<file path="src/hdl/bfsp_pkg.sv">
// Shared definitions for the Bellman-Ford shortest path block.
// Holds sizes, codes, storage entry formats and the controller/datapath
// command and status bundles. Depends on nothing.
package bfsp_pkg;

  localparam int MAX_VERTICES = 64;
  localparam int MAX_EDGES    = 1024;
  localparam int WEIGHT_BITS  = 16;
  localparam int DIST_BITS    = 32;

  localparam int VTX_BITS  = $clog2(MAX_VERTICES);
  localparam int VCNT_BITS = $clog2(MAX_VERTICES + 1);
  localparam int EDGE_AW   = $clog2(MAX_EDGES);
  localparam int ECNT_BITS = $clog2(MAX_EDGES + 1);

  localparam int CFG_IDX_BITS  = 1;
  localparam int CFG_DATA_BITS = 7;
  localparam int S_DATA_BITS   = 32;
  localparam int M_DATA_BITS   = 48;

  localparam logic [CFG_IDX_BITS-1:0] CFG_VERTEX_COUNT  = 1'd0;
  localparam logic [CFG_IDX_BITS-1:0] CFG_SOURCE_VERTEX = 1'd1;

  localparam logic [VCNT_BITS-1:0] VCOUNT_RESET = VCNT_BITS'(MAX_VERTICES);

  localparam logic FUNC_APPEND = 1'b0;
  localparam logic FUNC_RUN    = 1'b1;

  localparam logic [DIST_BITS-1:0] DIST_MAX = {1'b0, {(DIST_BITS-1){1'b1}}};
  localparam logic [DIST_BITS-1:0] DIST_MIN = {1'b1, {(DIST_BITS-1){1'b0}}};

  // One stored edge, laid out as the request data: tail in the lowest bits.
  typedef struct packed {
    logic [WEIGHT_BITS-1:0] weight;
    logic [VTX_BITS-1:0]    to;
    logic [VTX_BITS-1:0]    from;
  } edge_t;

  // One vertex table entry.
  typedef struct packed {
    logic                 reach;
    logic                 has_par;
    logic [VTX_BITS-1:0]  parent;
    logic [DIST_BITS-1:0] cost;
  } vtx_entry_t;

  // One result, lowest field in the lowest bits.
  typedef struct packed {
    logic                 edges_dropped;
    logic                 negative_cycle;
    logic [VTX_BITS-1:0]  parent;
    logic                 has_parent;
    logic                 reachable;
    logic [DIST_BITS-1:0] distance;
    logic [VTX_BITS-1:0]  vertex;
  } result_t;

  typedef enum logic [2:0] {
    ST_IDLE,
    ST_INIT,
    ST_FETCH,
    ST_EDGE,
    ST_RELAX,
    ST_EMIT_RD,
    ST_EMIT_LD
  } state_t;

  typedef struct packed {
    logic edge_wr;
    logic run_start;
    logic init_wr;
    logic v_clr;
    logic v_inc;
    logic k_clr;
    logic k_inc;
    logic pass_clr;
    logic pass_inc;
    logic relax_commit;
    logic neg_set;
    logic rd_vertex;
    logic out_load;
    logic store_clr;
  } cmd_t;

  typedef struct packed {
    logic v_last;
    logic edges_empty;
    logic k_last;
    logic relax_ok;
    logic changed_any;
    logic pass_last;
    logic src_ok;
    logic nv_one;
    logic out_free;
  } sts_t;

endpackage

</file>
<file path="src/hdl/bfsp_ctrl.sv">
// Sequencing state machine of the Bellman-Ford shortest path block.
// Drives datapath commands from datapath status; uses bfsp_pkg.
module bfsp_ctrl (
  input  logic            clk,
  input  logic            rst,
  input  logic            s_tvalid,
  input  logic            s_tuser,
  output logic            s_tready,
  input  bfsp_pkg::sts_t  sts,
  output bfsp_pkg::cmd_t  cmd
);

  bfsp_pkg::state_t state, state_next;
  logic chk, chk_next;

  always_ff @(posedge clk) begin
    if (rst) begin
      state <= bfsp_pkg::ST_IDLE;
      chk   <= 1'b0;
    end else begin
      state <= state_next;
      chk   <= chk_next;
    end
  end

  always_comb begin
    state_next = state;
    chk_next   = chk;
    cmd        = '0;
    s_tready   = 1'b0;
    case (state)
      bfsp_pkg::ST_IDLE: begin
        s_tready = 1'b1;
        if (s_tvalid) begin
          if (s_tuser == bfsp_pkg::FUNC_RUN) begin
            cmd.run_start = 1'b1;
            chk_next      = 1'b0;
            state_next    = bfsp_pkg::ST_INIT;
          end else begin
            cmd.edge_wr = 1'b1;
          end
        end
      end
      bfsp_pkg::ST_INIT: begin
        cmd.init_wr = 1'b1;
        if (sts.v_last) begin
          cmd.v_clr    = 1'b1;
          cmd.k_clr    = 1'b1;
          cmd.pass_clr = 1'b1;
          if (!sts.src_ok || sts.edges_empty) begin
            state_next = bfsp_pkg::ST_EMIT_RD;
          end else begin
            // With a single vertex there are no relaxation passes.
            chk_next   = sts.nv_one;
            state_next = bfsp_pkg::ST_FETCH;
          end
        end
      end
      bfsp_pkg::ST_FETCH: begin
        state_next = bfsp_pkg::ST_EDGE;
      end
      bfsp_pkg::ST_EDGE: begin
        state_next = bfsp_pkg::ST_RELAX;
      end
      bfsp_pkg::ST_RELAX: begin
        state_next = bfsp_pkg::ST_FETCH;
        if (!chk) begin
          cmd.relax_commit = 1'b1;
          if (sts.k_last) begin
            cmd.k_clr = 1'b1;
            if (sts.changed_any && !sts.pass_last) begin
              cmd.pass_inc = 1'b1;
            end else begin
              chk_next = 1'b1;
            end
          end else begin
            cmd.k_inc = 1'b1;
          end
        end else begin
          if (sts.relax_ok || sts.k_last) begin
            cmd.neg_set = sts.relax_ok;
            state_next  = bfsp_pkg::ST_EMIT_RD;
          end else begin
            cmd.k_inc = 1'b1;
          end
        end
      end
      bfsp_pkg::ST_EMIT_RD: begin
        cmd.rd_vertex = 1'b1;
        state_next    = bfsp_pkg::ST_EMIT_LD;
      end
      bfsp_pkg::ST_EMIT_LD: begin
        cmd.rd_vertex = 1'b1;
        if (sts.out_free) begin
          cmd.out_load = 1'b1;
          if (sts.v_last) begin
            cmd.store_clr = 1'b1;
            state_next    = bfsp_pkg::ST_IDLE;
          end else begin
            cmd.v_inc  = 1'b1;
            state_next = bfsp_pkg::ST_EMIT_RD;
          end
        end
      end
      default: begin
        state_next = bfsp_pkg::ST_IDLE;
      end
    endcase
  end

endmodule

</file>
<file path="config.mk">
export PLATFORM = sky130hd
export DESIGN_NAME = bfsp_ctrl
export DESIGN_NICKNAME = d
export VERILOG_FILES = /design/src/hdl/bfsp_pkg.sv /design/src/hdl/bfsp_ctrl.sv
export SDC_FILE = /design/constraint.sdc
export NUM_CORES = 1
export LEC_CHECK = 0
export BUFFER_PORTS_ARGS = -buffer_cell sky130_fd_sc_hd__buf_2
export CORE_AREA = 8 8 45 47
export CTS_CLUSTER_SIZE = 14
export DETAILED_ROUTE_END_ITERATION = 7
export DIE_AREA = 0 0 53 55
export GPL_TIMING_DRIVEN = 0
export HOLD_SLACK_MARGIN = 0.06
export MAX_ROUTING_LAYER = met4
export PLACE_DENSITY = 0.68
export SLEW_MARGIN = 20
export SYNTH_ARGS = -nofsm -noshare
export SYNTH_HDL_FRONTEND = slang
export SYNTH_SLANG_ARGS = --single-unit
</file>
<file path="constraint.sdc">
create_clock -name clk -period 3.36 [get_ports clk]
set_input_delay 0.336 -clock clk [delete_from_list [all_inputs] [get_ports clk]]
set_output_delay 0.336 -clock clk [all_outputs]
set_load 0.01 [all_outputs]
</file>
* Yosys cells after proc, flatten, opt, wreduce, memory -nomap -nowiden
Index checks and enable logic that the tools add are counted.
Storage, ports and cells: output and inout bits 15, register bits after elaboration 4, bits of input ports 13, word-level logic and storage cells 67
Cells by class: equal/unequal tests 11, reduce and logical (&&, ||, !) cells 10, multiplexer cells 44
Operator list (number):
- $mux 3 | 9
- $mux 1 | 26
- $pmux 3 s7 | 1
- $mux 2 | 6
- $ne 2x2->1 const B | 5
- $eq 3x3->1 const B | 3
- $eq 3x2->1 const B | 2
- $reduce_and 5->1 | 1
- $reduce_and 4->1 | 1
- $eq 3x1->1 const B | 1
- $logic_not 3->1 | 1
- $pmux 1 s3 | 1
- $reduce_bool 3->1 | 1
- $logic_not 1->1 | 2
- $logic_or 1x1->1 | 2
- $pmux 1 s2 | 1
- $reduce_or 2->1 | 1
- $logic_and 1x1->1 | 1

* Longest topological paths before layout
Gate-level depths: netlist of the first run.
depth after elaboration 6, mapped depth 5, depth with buffers taken out 4

* Worst setup path before layout of the first run
No wires, ideal clock.
kind reg-to-output, from reg state[0], to out cmd[5] in the netlist's numbering, arrival 1.303 ns, path slack 1.721 ns, stages on the path, launching flop included 6, required time 3.024 ns, path buffers 1, path through dfxtp_1 -> buf_6 -> or3b_4 -> nor2_1 -> nand2_1 -> nor2_1
RTL lines:
- start, declared | RTL line bfsp_ctrl.sv:13 | bfsp_pkg::state_t state, state_next;
- start signal, assigned | RTL line bfsp_ctrl.sv:18 | state <= bfsp_pkg::ST_IDLE;
- start signal, assigned | RTL line bfsp_ctrl.sv:21 | state <= state_next;
- end, declared | RTL line bfsp_ctrl.sv:10 | output bfsp_pkg::cmd_t cmd

==> results.yml, run 1 <==
outcome:
  status: "complete, no violations"
floorplanning:
  die_area_um2: 2920
  initial_core_util_pct: 34.6
  rows: 14
  die_h_um: 55
  pin_count: 28
  core_um2: 1380
  die_x_um: 53
setup_path:
  r2r-end: "state[1]"
  crit_arrival_ns: 1.50
  worstSetupPathType: "reg2out"
  crit_top_cell: "nor2_1"
  crit_slowest_cell: "or3b_4"
  rr_startpoint: "state[2]"
  worstPathRequired_ns: 3.02
  critPathTopFamily: "simple AND/OR/NAND/NOR gates"
  cp.depth: 6
  startpoint: "state[0]"
  crit_fanout: 8
  max_stage_delay_ns: 0.41
  reg2reg_depth: 4
  crit_chain: "buf_6, or3b_4, nor2_1, nand2_1, nor2_1, buf_2"
  crit_buf_inv: 2
  end_kind: "output pin"
  r2r_setup_slack_ns: 2.01
  start_kind: "flip-flop"
detailed_routing:
  routedWlPerCell_um: 12.6
  drtIter0Drc: 16
  wl_mm: 1.35
  antenna_left: 0
  dr_total_vias: 545
  post_drt_via_cell_ratio: 5.09
  firstDrtPassIters: 4
  drc: 0
sta:
  fmax_ghz: 0.545
  fin_worst_skew_ns: 0.00149
  max-slew-margin-rel_pct: 70.6
  fin_setup_tns_ns: 0
  hold_violations: 0
  hold_ws_ns: 0.330
  finalSetupViolCount: 0
  fin_crit_sh_pct: 54.6
  report.final.slew_viol_count: 0
  rsz0062_at_grt: "no"
  tightestPinTransition_ns: 0.438
  post-route-min-period_ns: 1.84
clocking:
  cts.htree.levels: 1
  cts_tree: "built"
  hold_buffers: 0
  clock_sinks: 4
  clk_latency_ns: 0.23
  cts_max_path_buffers: 2
  path_clk_slew_ns: 0.04
  post_cts_resized: 0
  cts_root_buffer: "clkbuf_4"
  cts_buffers: 3
  cts_setup_buffers: 0
layout:
  multi_input_area_um2: 352
  drive_gt1_share_pct: 47.3
  mostFrequentLayoutCell: "buf_2"
  syn2layout_area_growth_pct: 37.1
  regArea_um2: 80.1
  fillerInstances: 149
  layout_common_cells: "buf_2, nor2_1, nand2_1"
  fin_nets: 106
  diodes: 0
global_routing:
  grt_pass1_wl_mm: 2.08
  grtUsageMet3_pct: 3.21
  busiest_layer: "met2"
  grt-ovfl-total: 0
  use_met2_pct: 14.3
  antenna_found_initial: 0
  gr-usage-met1_pct: 11.2
  grt_usage_pct: 9.80
  grt_max_degree: 11
  first_global_vias: 449
yosys:
  synthSimpleGateAreaFrac_pct: 37.9
  synth_mux_area_share_pct: 4.44
  seq_area_frac_synth_pct: 16.7
  synth-adder-area-share_pct: 0
  synthCells: 61
  synth_warnings: 0
  ys_seq_elements: 4
  syn_avg_cell_area_um2: 7.86
  syn-num-nets: 74
  synth_xor_area_share_pct: 1.83
  synth_top_family_by_area: "simple AND/OR/NAND/NOR gates"
  synth.cell_area_um2: 479
  synth_compound_area_share_pct: 29.2
  ys_types: 34
pwr:
  irDropWorstVdd_mv: 0.163
  powerDensity_nw_per_um2: 324
  p_leak_nw: 0.346
min_path:
  holdCritStartpoint: "rst"
  hold_path_end: "chk"
  holdPathStages: 2
  hold_path.class: "in2reg"
run:
  maxCapViolations: 0
placed_design:
  gp_congestion: 0.787
  io_buffers: 27
  dp_hpwl_mm: 1.12
[through the flow]
step | setup WS [ns] | total power, mW | instance area [um2] | utilization, % | instances
detailed placement | 1.76 | 0.156 | 634 | 45.8 | 104
floorplan | 1.72 | 0.125 | 479 | - | 61
finish | 1.52 | 0.213 | 657 | 47.5 | 107
global placement | 1.76 | 0.154 | 634 | 45.8 | 104
CTS | 1.51 | 0.217 | 657 | 47.5 | 107
global route | 1.40 | 0.231 | 657 | 47.5 | 107
[cells by family after synthesis]
family | count (synthesis)
buf+inv | 7
simple gates | 29
mux | 2
xor+xnor | 1
compound gates | 18
flops | 4
[worst max path at each step]
stage	to	slack (ns)
after floorplan	cmd[5]	1.72
after global placement	cmd[5]	1.76
after detailed placement	cmd[5]	1.76
after CTS	cmd[5]	1.51
after global routing	cmd[5]	1.40
final	cmd[5]	1.52
[Yosys cell counts (all sizes together)]
cell / instances / area share [%]
a2111oi: 1 / 1.8
a211oi: 3 / 5.7
a21boi: 2 / 3.1
a21o: 1 / 1.6
a21oi: 4 / 4.2
a221oi: 1 / 1.8
a2bb2oi: 2 / 5.0
and2: 3 / 3.9
and3: 2 / 2.6
buf: 5 / 8.4
dfxtp: 4 / 17
inv: 2 / 1.6
mux2: 1 / 2.3
mux2i: 1 / 2.1
nand2: 5 / 3.9
nand2b: 2 / 2.6
nand3b: 1 / 4.2
nor2: 8 / 6.3
nor2b: 1 / 1.3
nor3: 2 / 3.1
nor3b: 2 / 3.1
nor4: 1 / 1.3
nor4b: 1 / 3.1
o21a: 1 / 1.6
o21ai: 2 / 2.1
o221a: 1 / 2.3
or3b: 1 / 2.3
xor2: 1 / 1.8
[area by class of cell]
cell class | instances | share of cell area [%]
multi-input cells | 50 | 53.5
repair buffers | 27 | 20.6
flip-flops and latches | 4 | 12.2
plain buffers | 5 | 6.10
clock buffers | 3 | 3.43
well taps | 16 | 3.05
inverters | 2 | 1.14
[routing by layer]
metal  up-vias  part of all wire, %
met5         -                    0
met4         0                 0.59
met3         2                   11
met2        22                   49
met1       240                   40
li1        281                    -
[flip-flops by register name, indices dropped and copies added (netlist names)]
signal / count
chk: 1
state: 3
[power breakdown]
part | internal, mW | switching (mW)
Combinational | 0.0477 | 0.0509
Sequential | 0.0527 | 0.00402
Clock | 0.0398 | 0.0178
Total | 0.140 | 0.0727
Power figures use the tool's default switching activity.
==> run 2, diff against run 1 <==
--- a/config.mk
+++ b/config.mk
@@ -5,6 +5,7 @@
 export SDC_FILE = /design/constraint.sdc
 export NUM_CORES = 1
 export LEC_CHECK = 0
+export ABC_AREA = 1
 export BUFFER_PORTS_ARGS = -buffer_cell sky130_fd_sc_hd__buf_2
 export CORE_AREA = 8 8 45 47
 export CTS_CLUSTER_SIZE = 14
@@ -13,7 +14,7 @@
 export GPL_TIMING_DRIVEN = 0
 export HOLD_SLACK_MARGIN = 0.06
 export MAX_ROUTING_LAYER = met4
-export PLACE_DENSITY = 0.68
+export PLACE_DENSITY = 0.69
 export SLEW_MARGIN = 20
 export SYNTH_ARGS = -nofsm -noshare
 export SYNTH_HDL_FRONTEND = slang
==> constraint.sdc (replaced) <==
create_clock -name clk -period 1.89 [get_ports clk]
set_input_delay 0.189 -clock clk [delete_from_list [all_inputs] [get_ports clk]]
set_output_delay 0.189 -clock clk [all_outputs]
set_load 0.01 [all_outputs]
==> results.yml, run 2 <==
outcome:
  status: "complete, no violations"
detailed_routing:
  drc: 0
  routedWlPerCell_um: 11.1
  drtIter0Drc: 14
  firstDrtPassIters: 4
  wl_mm: 1.43
  dr_total_vias: 610
  post_drt_via_cell_ratio: 4.73
  antenna_left: 0
clocking:
  clk_latency_ns: 0.24
  cts_max_path_buffers: 2
  cts_setup_buffers: 0
  clock_sinks: 4
  cts_tree: "built"
  cts.htree.levels: 1
  path_clk_slew_ns: 0.04
  cts_root_buffer: "clkbuf_4"
  hold_buffers: 0
  post_cts_resized: 0
  cts_buffers: 3
layout:
  largestRegisters: "state (3), chk (1)"
  drive_gt1_share_pct: 48.7
  fillerInstances: 150
  syn2layout_area_growth_pct: 36.4
  multi_input_area_um2: 347
  layout_common_cells: "buf_2, nand2_1, nor2_1"
  final-instance-count-excl-fill: 129
  mostFrequentLayoutCell: "buf_2"
  stdcell_area_um2: 666
  diodes: 0
  fin_nets: 128
  largest-register: "state"
  largest_reg_flops: 3
  regArea_um2: 80.1
sta:
  fin_crit_sh_pct: 86.2
  layout_setup_ws_ns: 0.260
  max-slew-margin-rel_pct: 78.7
  report.final.slew_viol_count: 0
  post-route-min-period_ns: 1.63
  finalSetupViolCount: 0
  fin_setup_tns_ns: 0
  hold_violations: 0
  fin_worst_skew_ns: 0.00343
  rsz0062_at_grt: "no"
  fmax_ghz: 0.613
  tightestPinTransition_ns: 0.319
yosys:
  seq_area_frac_synth_pct: 16.4
  synth.area.top_cells: "dfxtp_1, nand2_1, nor2_1, nor2_2, inv_1"
  netlist_top_cells_count: "nand2_1, nor2_1, inv_1, nor2_2, inv_2"
  synthCells: 83
  ys_seq_elements: 4
  synthArstFlopShare_pct: 0
  synth_edf_count: 0
  synth.cell_area_um2: 488
  syn_avg_cell_area_um2: 5.88
  synth_top_area_share_pct: 16.4
  synth_warnings: 0
  synth_largest_area_cell: "dfxtp_1"
  ys.flop_type: "dfxtp_1"
  syn-num-nets: 96
  ys_types: 23
global_routing:
  grt_max_degree: 9
  grt_pass1_wl_mm: 2.18
  use_met2_pct: 16.2
  grtUsageMet3_pct: 2.41
  grt-ovfl-total: 0
  antenna_found_initial: 0
  first_global_vias: 551
  busiest_layer: "met2"
  grt_usage_pct: 9.52
  gr-usage-met1_pct: 10.8
placed_design:
  gp_congestion: 0.903
  dp_hpwl_mm: 1.16
  io_buffers: 27
  dpl_worst_slack_ns: 0.510
  place_area_um2: 643
  placed_cells: 126
floorplanning:
  core_um2: 1380
  die_area_um2: 2920
  die_h_um: 55
  pin_count: 28
  rows: 14
  die_x_um: 53
  initial_core_util_pct: 35.3
pwr:
  irDropWorstVdd_mv: 0.299
  seqPwrFrac_pct: 24.4
  intPower_mw: 0.260
  p_sw_share_pct: 43.4
  clockPowerShare_pct: 23.4
  share_comb_of_total_power_pct: 52.3
  powerDensity_nw_per_um2: 691
  switchingPower_mw: 0.200
  p_leak_nw: 0.372
setup_path:
  worstPathRequired_ns: 1.70
  crit_arrival_ns: 1.44
  end_kind: "output pin"
  max_stage_delay_ns: 0.39
  crit_chain: "nor2_2, nand2_2, nor2_1, nand2_1, nor3_2, buf_2"
  crit_buf_inv: 1
  crit_fanout: 6
  start_kind: "flip-flop"
  critPathTopFamily: "simple AND/OR/NAND/NOR gates"
  worstSetupPathType: "reg2out"
  crit_slowest_cell: "dfxtp_1"
min_path:
  hold_path.class: "in2reg"
run:
  maxCapViolations: 0
[run 2: cell types whose count changed after synthesis, sizes merged, moves of 6 or more]
cell,delta
nand3,+6
nor2,+15
inv,+11
nand2,+13
[run 2: path summary, 6_finish.rpt]
path,startpoint,depth (start not counted),to,slack [ns]
worst max-delay path,state[1],6,cmd[5],0.26
worst min-delay path,rst,2,state[0],0.16
worst max register to register,state[1],7,state[2],0.64
worst min register to register,chk,2,chk,0.53
[run 2: metal layers]
layer	wire length [um]	vias up
li1	-	321
met1	607	259
met2	606	28
met3	198	2
met4	13	0
met5	0	-
[run 2: logic make-up (layout without fill, tap and decap cells)]
logic type	count (synthesis)	after routing	share of synthesized area [%]
and+or+nand+nor	53	53	56.4
buffers and inverters	15	45	12.6
AOI/OAI and AO/OA	11	11	14.6
DFF	4	4	16.4
[run 2: area by class of cell]
type                            instances  share of cell area, %
Buffer                                  2                   1.88
Sequential cell                         4                   12.0
Multi-Input combinational cell         64                   52.1
Clock buffer                            3                   3.38
Inverter                               13                   7.33
Tap cell                               16                   3.01
Timing Repair Buffer                   27                   20.3
[run 2: power groups by stage]
| stage | Combinational (mW) | Sequential (mW) | Clock [mW] |
|---|---|---|---|
| after global placement | 0.233 | 0.112 | 0 |
| after detailed placement | 0.238 | 0.113 | 0 |
| after global routing | 0.270 | 0.114 | 0.108 |
| after CTS | 0.242 | 0.112 | 0.107 |
| after floorplan | 0.175 | 0.110 | 0 |
| final | 0.240 | 0.112 | 0.107 |
[run 2: worst register-to-register path, delay by kind of cell (launching register included)]
kind	cells	cell delay, ns
simple gates	6	0.59
flops	1	0.50
compound gates	1	0.05
[run 2: per-stage QoR]
step | power [mW] | utilization (%) | hold slack (ns)
global placement | 0.346 | 46.5 | 0.406
finish | 0.460 | 48.1 | 0.162
detailed placement | 0.351 | 46.5 | 0.408
floorplan | 0.285 | - | 0.251
CTS | 0.460 | 48.1 | 0.165
global route | 0.493 | 48.1 | 0.171
==> run 3, diff against run 2 <==
--- a/config.mk
+++ b/config.mk
@@ -6,7 +6,7 @@
 export NUM_CORES = 1
 export LEC_CHECK = 0
 export ABC_AREA = 1
-export BUFFER_PORTS_ARGS = -buffer_cell sky130_fd_sc_hd__buf_2
+export BUFFER_PORTS_ARGS = -buffer_cell sky130_fd_sc_hd__buf_4
 export CORE_AREA = 8 8 45 47
 export CTS_CLUSTER_SIZE = 14
 export DETAILED_ROUTE_END_ITERATION = 7
==> results.yml, run 3 (synthesis results as in run 2) <==
detailed_routing:
  drc: 0
  antenna_left: 0
  routedWlPerCell_um: 11.5
  post_drt_via_cell_ratio: 4.79
  wl_mm: 1.48
  dr_total_vias: 618
  firstDrtPassIters: 4
  drtIter0Drc: 5
sta:
  finalSetupViolCount: 0
  fin_worst_skew_ns: 0.00885
  post-route-min-period_ns: 1.64
  fmax_ghz: 0.612
  max-slew-margin-rel_pct: 78.1
  fin_crit_sh_pct: 86.5
  hold_ws_ns: 0.133
  hold_violations: 0
  report.final.slew_viol_count: 0
  tightestPinTransition_ns: 0.329
  fin_setup_tns_ns: 0
  rsz0062_at_grt: "no"
setup_path:
  crit_buf_inv: 3
  end_kind: "output pin"
  critPathTopFamily: "simple AND/OR/NAND/NOR gates"
  crit_chain: "nor2_2, inv_1, nor2_1, inv_2, nor3b_2, buf_4"
  start_kind: "flip-flop"
  reg2reg_depth: 5
  rr_startpoint: "state[1]"
  r2r_setup_slack_ns: 0.66
  r2r-end: "state[2]"
  worstPathRequired_ns: 1.70
  crit_slowest_cell: "dfxtp_1"
  crit_fanout: 6
  max_stage_delay_ns: 0.39
  worstSetupPathType: "reg2out"
  crit_arrival_ns: 1.45
layout:
  diodes: 0
  syn2layout_area_growth_pct: 50.3
  fin_nets: 128
  fillerInstances: 149
  final-instance-count-excl-fill: 129
  mostFrequentLayoutCell: "buf_4"
  drive_gt1_share_pct: 48.7
  largest-register: "state"
  largest_reg_flops: 3
  largestRegisters: "state (3), chk (1)"
  layout_common_cells: "buf_4, nand2_1, nor2_1"
clocking:
  cts.htree.levels: 1
  cts_buffers: 3
  hold_buffers: 0
  post_cts_resized: 0
  cts_max_path_buffers: 2
  clock_sinks: 4
  path_clk_slew_ns: 0.04
  cts_root_buffer: "clkbuf_4"
  clk_latency_ns: 0.25
  cts_tree: "built"
  cts_setup_buffers: 0
pwr:
  intPower_mw: 0.280
  p_sw_share_pct: 42.4
  powerDensity_nw_per_um2: 664
  seqPwrFrac_pct: 23.1
  clockPowerShare_pct: 23.5
  switchingPower_mw: 0.206
  p_leak_nw: 0.384
  irDropWorstVdd_mv: 0.476
  share_comb_of_total_power_pct: 53.4
min_path:
  holdPathStages: 2
  holdCritStartpoint: "rst"
  hold_path.class: "in2reg"
  hold_path_end: "state[1]"
placed_design:
  io_buffers: 27
  placed_cells: 126
  dp_hpwl_mm: 1.26
  gp_congestion: 0.896
floorplanning:
  die_x_um: 53
  rows: 14
  core_um2: 1380
  pin_count: 28
  initial_core_util_pct: 35.3
  die_h_um: 55
  die_area_um2: 2920
global_routing:
  antenna_found_initial: 0
  first_global_vias: 643
  grt_pass1_wl_mm: 2.61
  grt-ovfl-total: 0
  grt_usage_pct: 12.0
  grt_max_degree: 9
outcome:
  status: "complete, no violations"
run:
  maxCapViolations: 0
## run 3: cell type report
class | instances | area (um2) | share of cell area, %
Clock buffer | 3 | 22.5 | 3.07
Inverter | 13 | 48.8 | 6.66
Tap cell | 16 | 20.0 | 2.73
Multi-Input combinational cell | 64 | 347 | 47.3
Sequential cell | 4 | 80.1 | 10.9
Buffer | 2 | 12.5 | 1.71
Timing Repair Buffer | 27 | 203 | 27.6
## run 3: worst max-delay path by stage
| stage | start | endpoint | cells after the start |
|---|---|---|---|
| after floorplan | state[1] | cmd[5] | 5 |
| after global placement | state[1] | cmd[5] | 6 |
| after detailed placement | state[1] | cmd[13] | 6 |
| after CTS | state[1] | cmd[13] | 6 |
| after global routing | state[1] | cmd[13] | 6 |
| final | state[1] | cmd[13] | 6 |
## run 3: power by group through the flow
stage	combinational [mW]	sequential, mW	clock (mW)
after floorplan	0.175	0.110	0
after global placement	0.257	0.113	0
after detailed placement	0.262	0.113	0
after CTS	0.262	0.112	0.119
after global routing	0.294	0.114	0.125
final	0.260	0.112	0.114
## run 3: per-layer routing
layer  vias up  GRT usage [%]  part of all wire (%)
met2        29           20.3                    42
met4         0           3.45                  0.68
li1        322              -                     -
met3         2           6.15                    14
met5         -              -                     0
met1       265           11.8                    43
## run 3: through the flow
step | power, mW | cell area (um2) | utilization (%) | setup slack, ns
after floorplan | 0.285 | 488 | - | 0.591
after detailed placement | 0.375 | 711 | 51.4 | 0.521
after global routing | 0.533 | 733 | 53.0 | 0.110
after global placement | 0.369 | 711 | 51.4 | 0.549
after CTS | 0.493 | 733 | 53.0 | 0.241
final | 0.487 | 733 | 53.0 | 0.255
